--- src/sv/tpim_pkg.sv ---
// Package for the tau pair invariant mass block: codes, widths, constants.
// Used by tpim_ctrl, tpim_dp, tau_pair_invariant_mass and the testbench (no other dependencies).
`default_nettype none

package tpim_pkg;

  localparam int unsigned PtW       = 16;
  localparam int unsigned EtaW      = 14;
  localparam int unsigned PhiW      = 13;
  localparam int unsigned ChgW      = 2;
  localparam int unsigned LimW      = 13;
  localparam int unsigned CntW      = 8;
  localparam int unsigned MassW     = 20;
  localparam int unsigned Terms     = 24;
  localparam int unsigned KW        = 5;
  localparam int unsigned CfgW      = 16;
  localparam int unsigned InDataW   = 48;
  localparam int unsigned OutDataW  = 32;

  localparam logic [CntW-1:0]  CountMax    = 8'd255;
  localparam logic [PtW-1:0]   PtMinRst    = 16'd320;
  localparam logic [LimW-1:0]  EtaLimRst   = 13'd2355;
  localparam logic [MassW-1:0] MassMax     = 20'hFFFFF;
  localparam logic [KW-1:0]    KLast       = 5'(Terms - 1);

  // register indexes
  localparam logic REG_PT_MIN    = 1'b0;
  localparam logic REG_ETA_LIMIT = 1'b1;

  typedef enum logic [1:0] {
    ST_SEL  = 2'd0,
    ST_FEW  = 2'd1,
    ST_SIGN = 2'd2,
    ST_CUT  = 2'd3
  } status_e;

  typedef enum logic [2:0] {
    MS_XX,
    MS_TX,
    MS_SH,
    MS_SN,
    MS_QP
  } mul_sel_e;

  typedef enum logic [4:0] {
    S_IDLE,
    S_LOAD,
    S_X_GO,
    S_X_WAIT,
    S_X2,
    S_T_GO,
    S_T_WAIT,
    S_D_GO,
    S_D_WAIT,
    S_ACC,
    S_FIN,
    S_Q1_GO,
    S_Q1_WAIT,
    S_Q2_GO,
    S_Q2_WAIT,
    S_P_GO,
    S_P_WAIT,
    S_R_GO,
    S_R_WAIT,
    S_OUT
  } state_e;

  typedef struct packed {
    logic           take;
    logic           load_x;
    logic           mul_start;
    mul_sel_e       mul_sel;
    logic           mul_clr;
    logic           latch_x2;
    logic           div_start;
    logic [KW-1:0]  k;
    logic           acc_term;
    logic           fin;
    logic           hyp;
    logic           sqrt_start;
    logic           out_load;
  } cmd_t;

  typedef struct packed {
    logic mul_done;
    logic div_done;
    logic sqrt_done;
    logic need_mass;
    logic out_free;
  } stat_t;

  // Taylor term divisor (2k+2)(2k+3)
  function automatic logic [11:0] term_div(input logic [KW-1:0] k);
    logic [11:0] a;
    logic [11:0] b;
    begin
      a = {6'd0, k, 1'b0} + 12'd2;
      b = {6'd0, k, 1'b0} + 12'd3;
      term_div = a * b;
    end
  endfunction

endpackage

`default_nettype wire

--- src/sv/tpim_ctrl.sv ---
// Sequencer for the tau pair block: walks the series, squares, product and sqrt.
// Depends on tpim_pkg; drives tpim_dp through cmd_t and watches stat_t.
`default_nettype none

module tpim_ctrl (
  input  wire            clk_i,
  input  wire            rst_ni,
  input  tpim_pkg::stat_t stat_i,
  output tpim_pkg::cmd_t  cmd_o
);

  tpim_pkg::state_e            state_q, state_d;
  logic [tpim_pkg::KW-1:0]     k_q, k_d;
  logic                        hyp_q, hyp_d;

  // state registers
  always_ff @(posedge clk_i or negedge rst_ni) begin
    if (!rst_ni) begin
      state_q <= tpim_pkg::S_IDLE;
      k_q     <= '0;
      hyp_q   <= 1'b1;
    end else begin
      state_q <= state_d;
      k_q     <= k_d;
      hyp_q   <= hyp_d;
    end
  end

  // next state and commands
  always_comb begin
    state_d = state_q;
    k_d     = k_q;
    hyp_d   = hyp_q;
    cmd_o   = '0;
    cmd_o.k   = k_q;
    cmd_o.hyp = hyp_q;
    cmd_o.mul_sel = tpim_pkg::MS_XX;
    unique case (state_q)
      tpim_pkg::S_IDLE: begin
        cmd_o.take = stat_i.out_free;
        if (stat_i.need_mass) begin
          hyp_d   = 1'b1;
          state_d = tpim_pkg::S_LOAD;
        end
      end
      tpim_pkg::S_LOAD: begin
        cmd_o.load_x = 1'b1;
        k_d     = '0;
        state_d = tpim_pkg::S_X_GO;
      end
      tpim_pkg::S_X_GO: begin
        cmd_o.mul_start = 1'b1;
        cmd_o.mul_clr   = 1'b1;
        cmd_o.mul_sel   = tpim_pkg::MS_XX;
        state_d = tpim_pkg::S_X_WAIT;
      end
      tpim_pkg::S_X_WAIT: begin
        if (stat_i.mul_done) state_d = tpim_pkg::S_X2;
      end
      tpim_pkg::S_X2: begin
        cmd_o.latch_x2 = 1'b1;
        state_d = tpim_pkg::S_T_GO;
      end
      tpim_pkg::S_T_GO: begin
        cmd_o.mul_start = 1'b1;
        cmd_o.mul_clr   = 1'b1;
        cmd_o.mul_sel   = tpim_pkg::MS_TX;
        state_d = tpim_pkg::S_T_WAIT;
      end
      tpim_pkg::S_T_WAIT: begin
        if (stat_i.mul_done) state_d = tpim_pkg::S_D_GO;
      end
      tpim_pkg::S_D_GO: begin
        cmd_o.div_start = 1'b1;
        state_d = tpim_pkg::S_D_WAIT;
      end
      tpim_pkg::S_D_WAIT: begin
        if (stat_i.div_done) state_d = tpim_pkg::S_ACC;
      end
      tpim_pkg::S_ACC: begin
        cmd_o.acc_term = 1'b1;
        if (k_q == tpim_pkg::KLast) begin
          k_d     = '0;
          state_d = tpim_pkg::S_FIN;
        end else begin
          k_d     = k_q + 1'b1;
          state_d = tpim_pkg::S_T_GO;
        end
      end
      tpim_pkg::S_FIN: begin
        cmd_o.fin = 1'b1;
        if (hyp_q) begin
          hyp_d   = 1'b0;
          state_d = tpim_pkg::S_LOAD;
        end else begin
          hyp_d   = 1'b1;
          state_d = tpim_pkg::S_Q1_GO;
        end
      end
      tpim_pkg::S_Q1_GO: begin
        cmd_o.mul_start = 1'b1;
        cmd_o.mul_clr   = 1'b1;
        cmd_o.mul_sel   = tpim_pkg::MS_SH;
        state_d = tpim_pkg::S_Q1_WAIT;
      end
      tpim_pkg::S_Q1_WAIT: begin
        if (stat_i.mul_done) state_d = tpim_pkg::S_Q2_GO;
      end
      tpim_pkg::S_Q2_GO: begin
        // accumulate on top of sinh^2
        cmd_o.mul_start = 1'b1;
        cmd_o.mul_sel   = tpim_pkg::MS_SN;
        state_d = tpim_pkg::S_Q2_WAIT;
      end
      tpim_pkg::S_Q2_WAIT: begin
        if (stat_i.mul_done) state_d = tpim_pkg::S_P_GO;
      end
      tpim_pkg::S_P_GO: begin
        cmd_o.mul_start = 1'b1;
        cmd_o.mul_clr   = 1'b1;
        cmd_o.mul_sel   = tpim_pkg::MS_QP;
        state_d = tpim_pkg::S_P_WAIT;
      end
      tpim_pkg::S_P_WAIT: begin
        if (stat_i.mul_done) state_d = tpim_pkg::S_R_GO;
      end
      tpim_pkg::S_R_GO: begin
        cmd_o.sqrt_start = 1'b1;
        state_d = tpim_pkg::S_R_WAIT;
      end
      tpim_pkg::S_R_WAIT: begin
        if (stat_i.sqrt_done) state_d = tpim_pkg::S_OUT;
      end
      tpim_pkg::S_OUT: begin
        if (stat_i.out_free) begin
          cmd_o.out_load = 1'b1;
          state_d = tpim_pkg::S_IDLE;
        end
      end
      default: state_d = tpim_pkg::S_IDLE;
    endcase
  end

endmodule

`default_nettype wire

--- config.mk ---
export PLATFORM = sky130hd
export DESIGN_NAME = tpim_ctrl
export DESIGN_NICKNAME = d
export VERILOG_FILES = /design/src/sv/tpim_pkg.sv /design/src/sv/tpim_ctrl.sv
export SDC_FILE = /design/constraint.sdc
export NUM_CORES = 1
export LEC_CHECK = 0
export ABC_AREA = 1
export BUFFER_PORTS_ARGS = -buffer_cell sky130_fd_sc_hd__buf_2
export CELL_PAD_IN_SITES_DETAIL_PLACEMENT = 1
export CELL_PAD_IN_SITES_GLOBAL_PLACEMENT = 1
export CORE_ASPECT_RATIO = 1.25
export CORE_UTILIZATION = 32
export CTS_BUF_LIST = sky130_fd_sc_hd__clkbuf_8
export DETAILED_ROUTE_END_ITERATION = 6
export PLACE_DENSITY = 0.86
export REMOVE_ABC_BUFFERS = 1
export SYNTH_ARGS = -nofsm -noshare
export SYNTH_HDL_FRONTEND = slang
export SYNTH_SLANG_ARGS = --single-unit
export TNS_END_PERCENT = 30
--- constraint.sdc ---
create_clock -name clk_i -period 1.2 [get_ports clk_i]
set_clock_uncertainty 0.05 [all_clocks]
set_input_delay 0 -clock clk_i [delete_from_list [all_inputs] [get_ports clk_i]]
set_output_delay 0 -clock clk_i [all_outputs]
set_load 0.1 [all_outputs]
==> results of run 1 <==
[metrics by stage]
stage	instance area [µm²]	setup slack (ps)
after floorplan	897	-1350
after global placement	1590	-241
after detailed placement	1590	-450
after CTS	1930	-369
[timing repair]
item                                   4_1_cts
buffers inserted                            13
hold buffers                                 1
endpoints found under the hold margin       11
resized for setup                           64
setup endpoints to repair                   24
pin swaps                                   14
cloned                                       0
[logic make-up after synthesis]
| kind of cell | count (synthesis) |
|---|---|
| adder cells (fa/ha/maj) | 1 |
| buffers and inverters | 28 |
| AND/OR/NAND/NOR | 96 |
| flip-flops | 11 |
| XOR/XNOR | 1 |
| AO/OA/AOI/OAI | 14 |
==> metrics.md, run 1 <==
| Metric | Value |
|---|---|
| Post-Synth Adder-Cell Area | 1.36% |
| Post-synth top area cell | dfrtp_1 |
| Root buffer cell | clkbuf_8 |
| IO Pins | 26 |
| Post-Synthesis Cells | ~150 |
| Syn avg cell area | 6.07 µm² |
| # H-tree levels | 1 |
| Syn Std Cell Area | 917 µm² |
| Initial antenna violation count | 0 |
| Chip height | just over 60 µm |
| Fail Step | 5_1_grt |
| Synth Area in XOR/XNOR | less than 1% |
| Largest family of logic cells by synthesized area | simple AND/OR/NAND/NOR gates |
| Clock Path Buffers | 2 |
| Commonest cells in the netlist | 40 x nand2_1, 24 x inv_1, 24 x nor2_1, 18 x nand3_1, 10 x dfrtp_1 |
| Worst-path end type | sequential cell input |
| Post-synth cell types | 24 |
| Clock sinks | 11 |
| Num CTS Buffers | 3 |
| Compound-Gate Fraction of Synth Area | around 8.7% |
| Seq/Total Area, Yosys | 30.2% |
| Hpwl dp | roughly 3.8 mm |
| Post-synthesis mux area share | 0% |
| Synthesized flop and latch total | 11 |
| Die W | approximately 50 µm |
| Starting Density | roughly a third |
| Area fraction in and, or, nand and nor cells after synthesis | between 40% and 50% |
| Top-count cell post-synth | nand2_1 |
| EDFF count, synth | 0 |
| GPL Wtd Cong | ~0.89 |
| Largest net degree at the start of global routing | 12 |
| First Err | [ERROR DPL-0033] detailed placement checks failed during check placement. |
| Standard-cell rows | 21 |
| Area contributors post-synth | dfrtp_1 27%, nand2_1 16%, nand3_1 9.8% |
| Placed Instances | around 240 |
| Async S/R FF share, synth | 100% |
| Yosys warns | 0 |
| Worst_ep grt | state_q[1]$_DFFE_PN0P_/D |
| Input/output buffers | 25 |
| Ys flop type | dfrtp_1 |
| Status | stopped before the end |
| Synth top area share | approximately 27% |
==> run 2, diff against run 1 <==
- CELL_PAD_IN_SITES_DETAIL_PLACEMENT: 1 -> not set
- CELL_PAD_IN_SITES_GLOBAL_PLACEMENT: 1 -> not set
- CORE_AREA: not set -> 2 2 63 65
- CORE_ASPECT_RATIO: 1.25 -> not set
- CORE_UTILIZATION: 32 -> not set
- CTS_BUF_LIST: sky130_fd_sc_hd__clkbuf_8 -> not set
- DIE_AREA: not set -> 0 0 65 67
- PLACE_DENSITY: 0.86 -> not set
- PLACE_DENSITY_LB_ADDON: not set -> 0.15
- clock period: 1.2 -> 1.6 ns (I/O delays scaled with it)
==> run 2 against run 1 <==
  * The run now ends clean
  * Synthesized cell count unchanged
  * Synthesized area stayed put
==> metrics.md, run 2 <==
| Metric | Value |
|---|---|
| Wire length per cell | roughly 12 µm |
| Worst ir drop on vdd | a little over 0.001 V |
| Area contributors post-synth | dfrtp_1 27%, nand2_1 16%, nand3_1 9.8% |
| Largest net degree at the start of global routing | 12 |
| Num CTS Buffers | 3 (unchanged) |
| Final hold violations | 0 |
| Top sig layer | met4 |
| Met3 routed WL | around 160 µm |
| Skew-Pair Late Insertion Delay | 230 ps |
| Chip height | 67 µm (+8.3%) |
| DR vias/cell | 4.68 |
| Worst path max stage delay | 410 ps |
| Ys flop type | dfrtp_1 |
| Seq/Total Area, Yosys | 30.2% (unchanged) |
| Post-synth top area cell | dfrtp_1 |
| Area Growth Syn to Fin | 65.5% |
| First-pass GRT wire length | between 5 and 6 mm |
| Worst setup path category | reg -> out |
| Root buffer cell | clkbuf_8 |
| Critical Path Sink Type | primary output |
| EDFF count, synth | 0 (unchanged) |
| Hold crit path type | in -> async |
| Post-DP Area | 1340 µm² (-16%) |
| CP bufs+invs | 3 |
| Met2 WL | 1.45 mm |
| CTS tree | done |
| Ant diodes | 0 |
| # Max-Cap Violations | 0 |
| # nets final | between 200 and 250 |
| Die area | between 4000 and 5000 µm² |
| CP Launch Type | flop |
| Vias in the first global route | approximately 1.1k |
| Commonest non-fill, non-tap cell in the layout | nand2_1 |
| Top-count cell post-synth | nand2_1 |
| Initial antenna violation count | 0 |
| Crit path arrival time | about 1500 ps |
| Most frequent cells in the layout | 37 x nand2_1, 19 x inv_1, 15 x nand3_1, 15 x nor2_1, 15 x buf_4 |
| Crit path required time | around 1600 ps |
| Die W | 65 µm (+30%) |
| Clock slew seen by the registers of the worst setup and hold paths | roughly 50 ps |
| Commonest cells in the netlist | 40 x nand2_1, 24 x inv_1, 24 x nor2_1, 18 x nand3_1, 10 x dfrtp_1 |
| Yosys warns | 0 (unchanged) |
| Via Count | roughly 1.1k |
| Slew @ Worst Pin | ~490 ps |
| Min Tclk post-route | approximately 1600 ps |
| Crit path max-delay family | simple AND/OR/NAND/NOR gates |
| Syn Std Cell Area | 917 µm² (unchanged) |
| Leak | about 0.8 nW |
| Cell Chain, Critical Path | inv_4, nand2_2, nor2_2, inv_1, nor2_1, buf_12 |
| Post-Synthesis Cells | 151 (unchanged) |
| Final antenna-violating net count | 0 |
| RSZ-0062 raised after global routing | yes |
| Standard-cell rows | 22 (+4.8%) |
| Largest regs | k_q: 5 flops, state_q: 5 flops, hyp_q: 1 flops |
| DRT Wirelength | just under 3 mm |
| Starting Density | 25.4% (-8.5 points) |
| # H-tree levels | 1 (unchanged) |
| Drt first pass iters | 4 |
| Syn avg cell area | 6.07 µm² (unchanged) |
| Clock sinks | 11 (unchanged) |
| Clock Path Buffers | 2 (unchanged) |
| Ratio of cells with drive above 1 in the final layout | approximately two fifths |
| Post-route DRC | 0 |
| Core Area | ~3600 µm² |
| P per Cell Area | approximately 2200 nW/µm² |
| Finish-stage setup viols | 0 |
| Slew margin rel. | between 60% and 70% |
| Input/output buffers | 25 (unchanged) |
| GPL Wtd Cong | 0.879 (-1.3%) |
| Post-layout util | 42.1% |
| Post-synth cell types | 24 (unchanged) |
| Synth top area share | 27.3% (unchanged) |
| Post-route cell area | about 1500 µm² |
| Status | finished, final reports clean |
| Slowest cell on crit path | dfrtp_1 |
| Gr usage total | 14.8% |
| DRT iter0 DRCs | 73 |
| Metal-1 WL | 1.24 mm |
| Worst-path fanout max | 4 |
| Post-route clock period utilization | between 90% and 100% |
| Hpwl dp | 2.27 mm (-41%) |
| Max Clock Freq | ~640 MHz |
| Slew Viols, Final | 0 |
| Synthesized flop and latch total | 11 (unchanged) |
| Async S/R FF share, synth | 100% (unchanged) |
| IO Pins | 26 (unchanged) |
| Total gr overflow | 0 |
## run 2: final timing paths
path,start,to,slack (ps),cells past startpoint
max in group asynchronous,rst_ni,hyp_q,1100,2
min in group clk_i,stat_i[4],state_q[4],130,4
worst min register to register,hyp_q,hyp_q,480,2
worst max-delay path,state_q[4],cmd_o[10],40,6
worst min-delay path,rst_ni,k_q[1],130,2
worst max register to register,state_q[4],state_q[0],130,8
## run 2: routing by layer
layer	up-vias	track usage, %
met2	41	24.5
met4	0	6.65
met1	517	19.1
li1	566	-
met3	4	1.69
met5	-	0
## run 2: per-stage QoR
stage / power, mW / setup TNS, ps / hold WS, ps / instances / worst slack, ps
after CTS: 3.21 / 0 / 127 / 240 / 6.30
after floorplan: 2.03 / -11080 / -346 / 148 / -946
after detailed placement: 2.83 / 0 / -161 / 229 / 66.8
final: 3.32 / 0 / 127 / 241 / 37.7
after global routing: 3.55 / -150 / 139 / 241 / -39.4
after global placement: 2.83 / 0 / -163 / 229 / 84.5
## run 2: timing repair
| item | CTS | global route |
|---|---|---|
| gates resized for setup | 7 | 22 |
| pin swaps | 1 | 3 |
| hold buffers | 1 | 0 |
| setup endpoints to repair | 5 | 12 |
| endpoints found under the hold margin | 11 | 0 |
| setup buffers | 6 | 1 |
## run 2: layout make-up
class                   count  area, µm²
clock buffers               4       45.0
fillers                   365       2090
inverters                  25       98.8
multi-input cells         112        591
flip-flops and latches     11        280
well taps                  48       60.1
repair buffers             41        443
## run 2: worst register-to-register path, cell delays in order (launching register included)
cell and delay (ps):
dfrtp_1 410, buf_4 170, buf_4 150, nand4_1 80, nand2_1 90, nor2_1 170, nand2_2 100, nand2_1 80
nand2_1 50
## run 2: report_power, final
group	leakage, nW	internal, mW	total [mW]	switching, mW
registers	0.139	0.375	0.472	0.0973
logic	0.634	0.816	2.57	1.76
clock network	0.0228	0.174	0.270	0.0960
total	0.796	1.37	3.32	1.95
## run 2: kinds of logic (layout without fill, tap and decap cells)
logic type | count (synthesis) | count (layout) | share of synthesized area, %
AND/OR/NAND/NOR | 96 | 96 | 46.1
XOR/XNOR | 1 | 1 | 0.955
flip-flops | 11 | 11 | 30.2
adder cells (fa/ha/maj) | 1 | 1 | 1.36
buffers and inverters | 28 | 70 | 12.7
AO/OA/AOI/OAI | 14 | 14 | 8.73
Power figures use the tool's default switching activity.
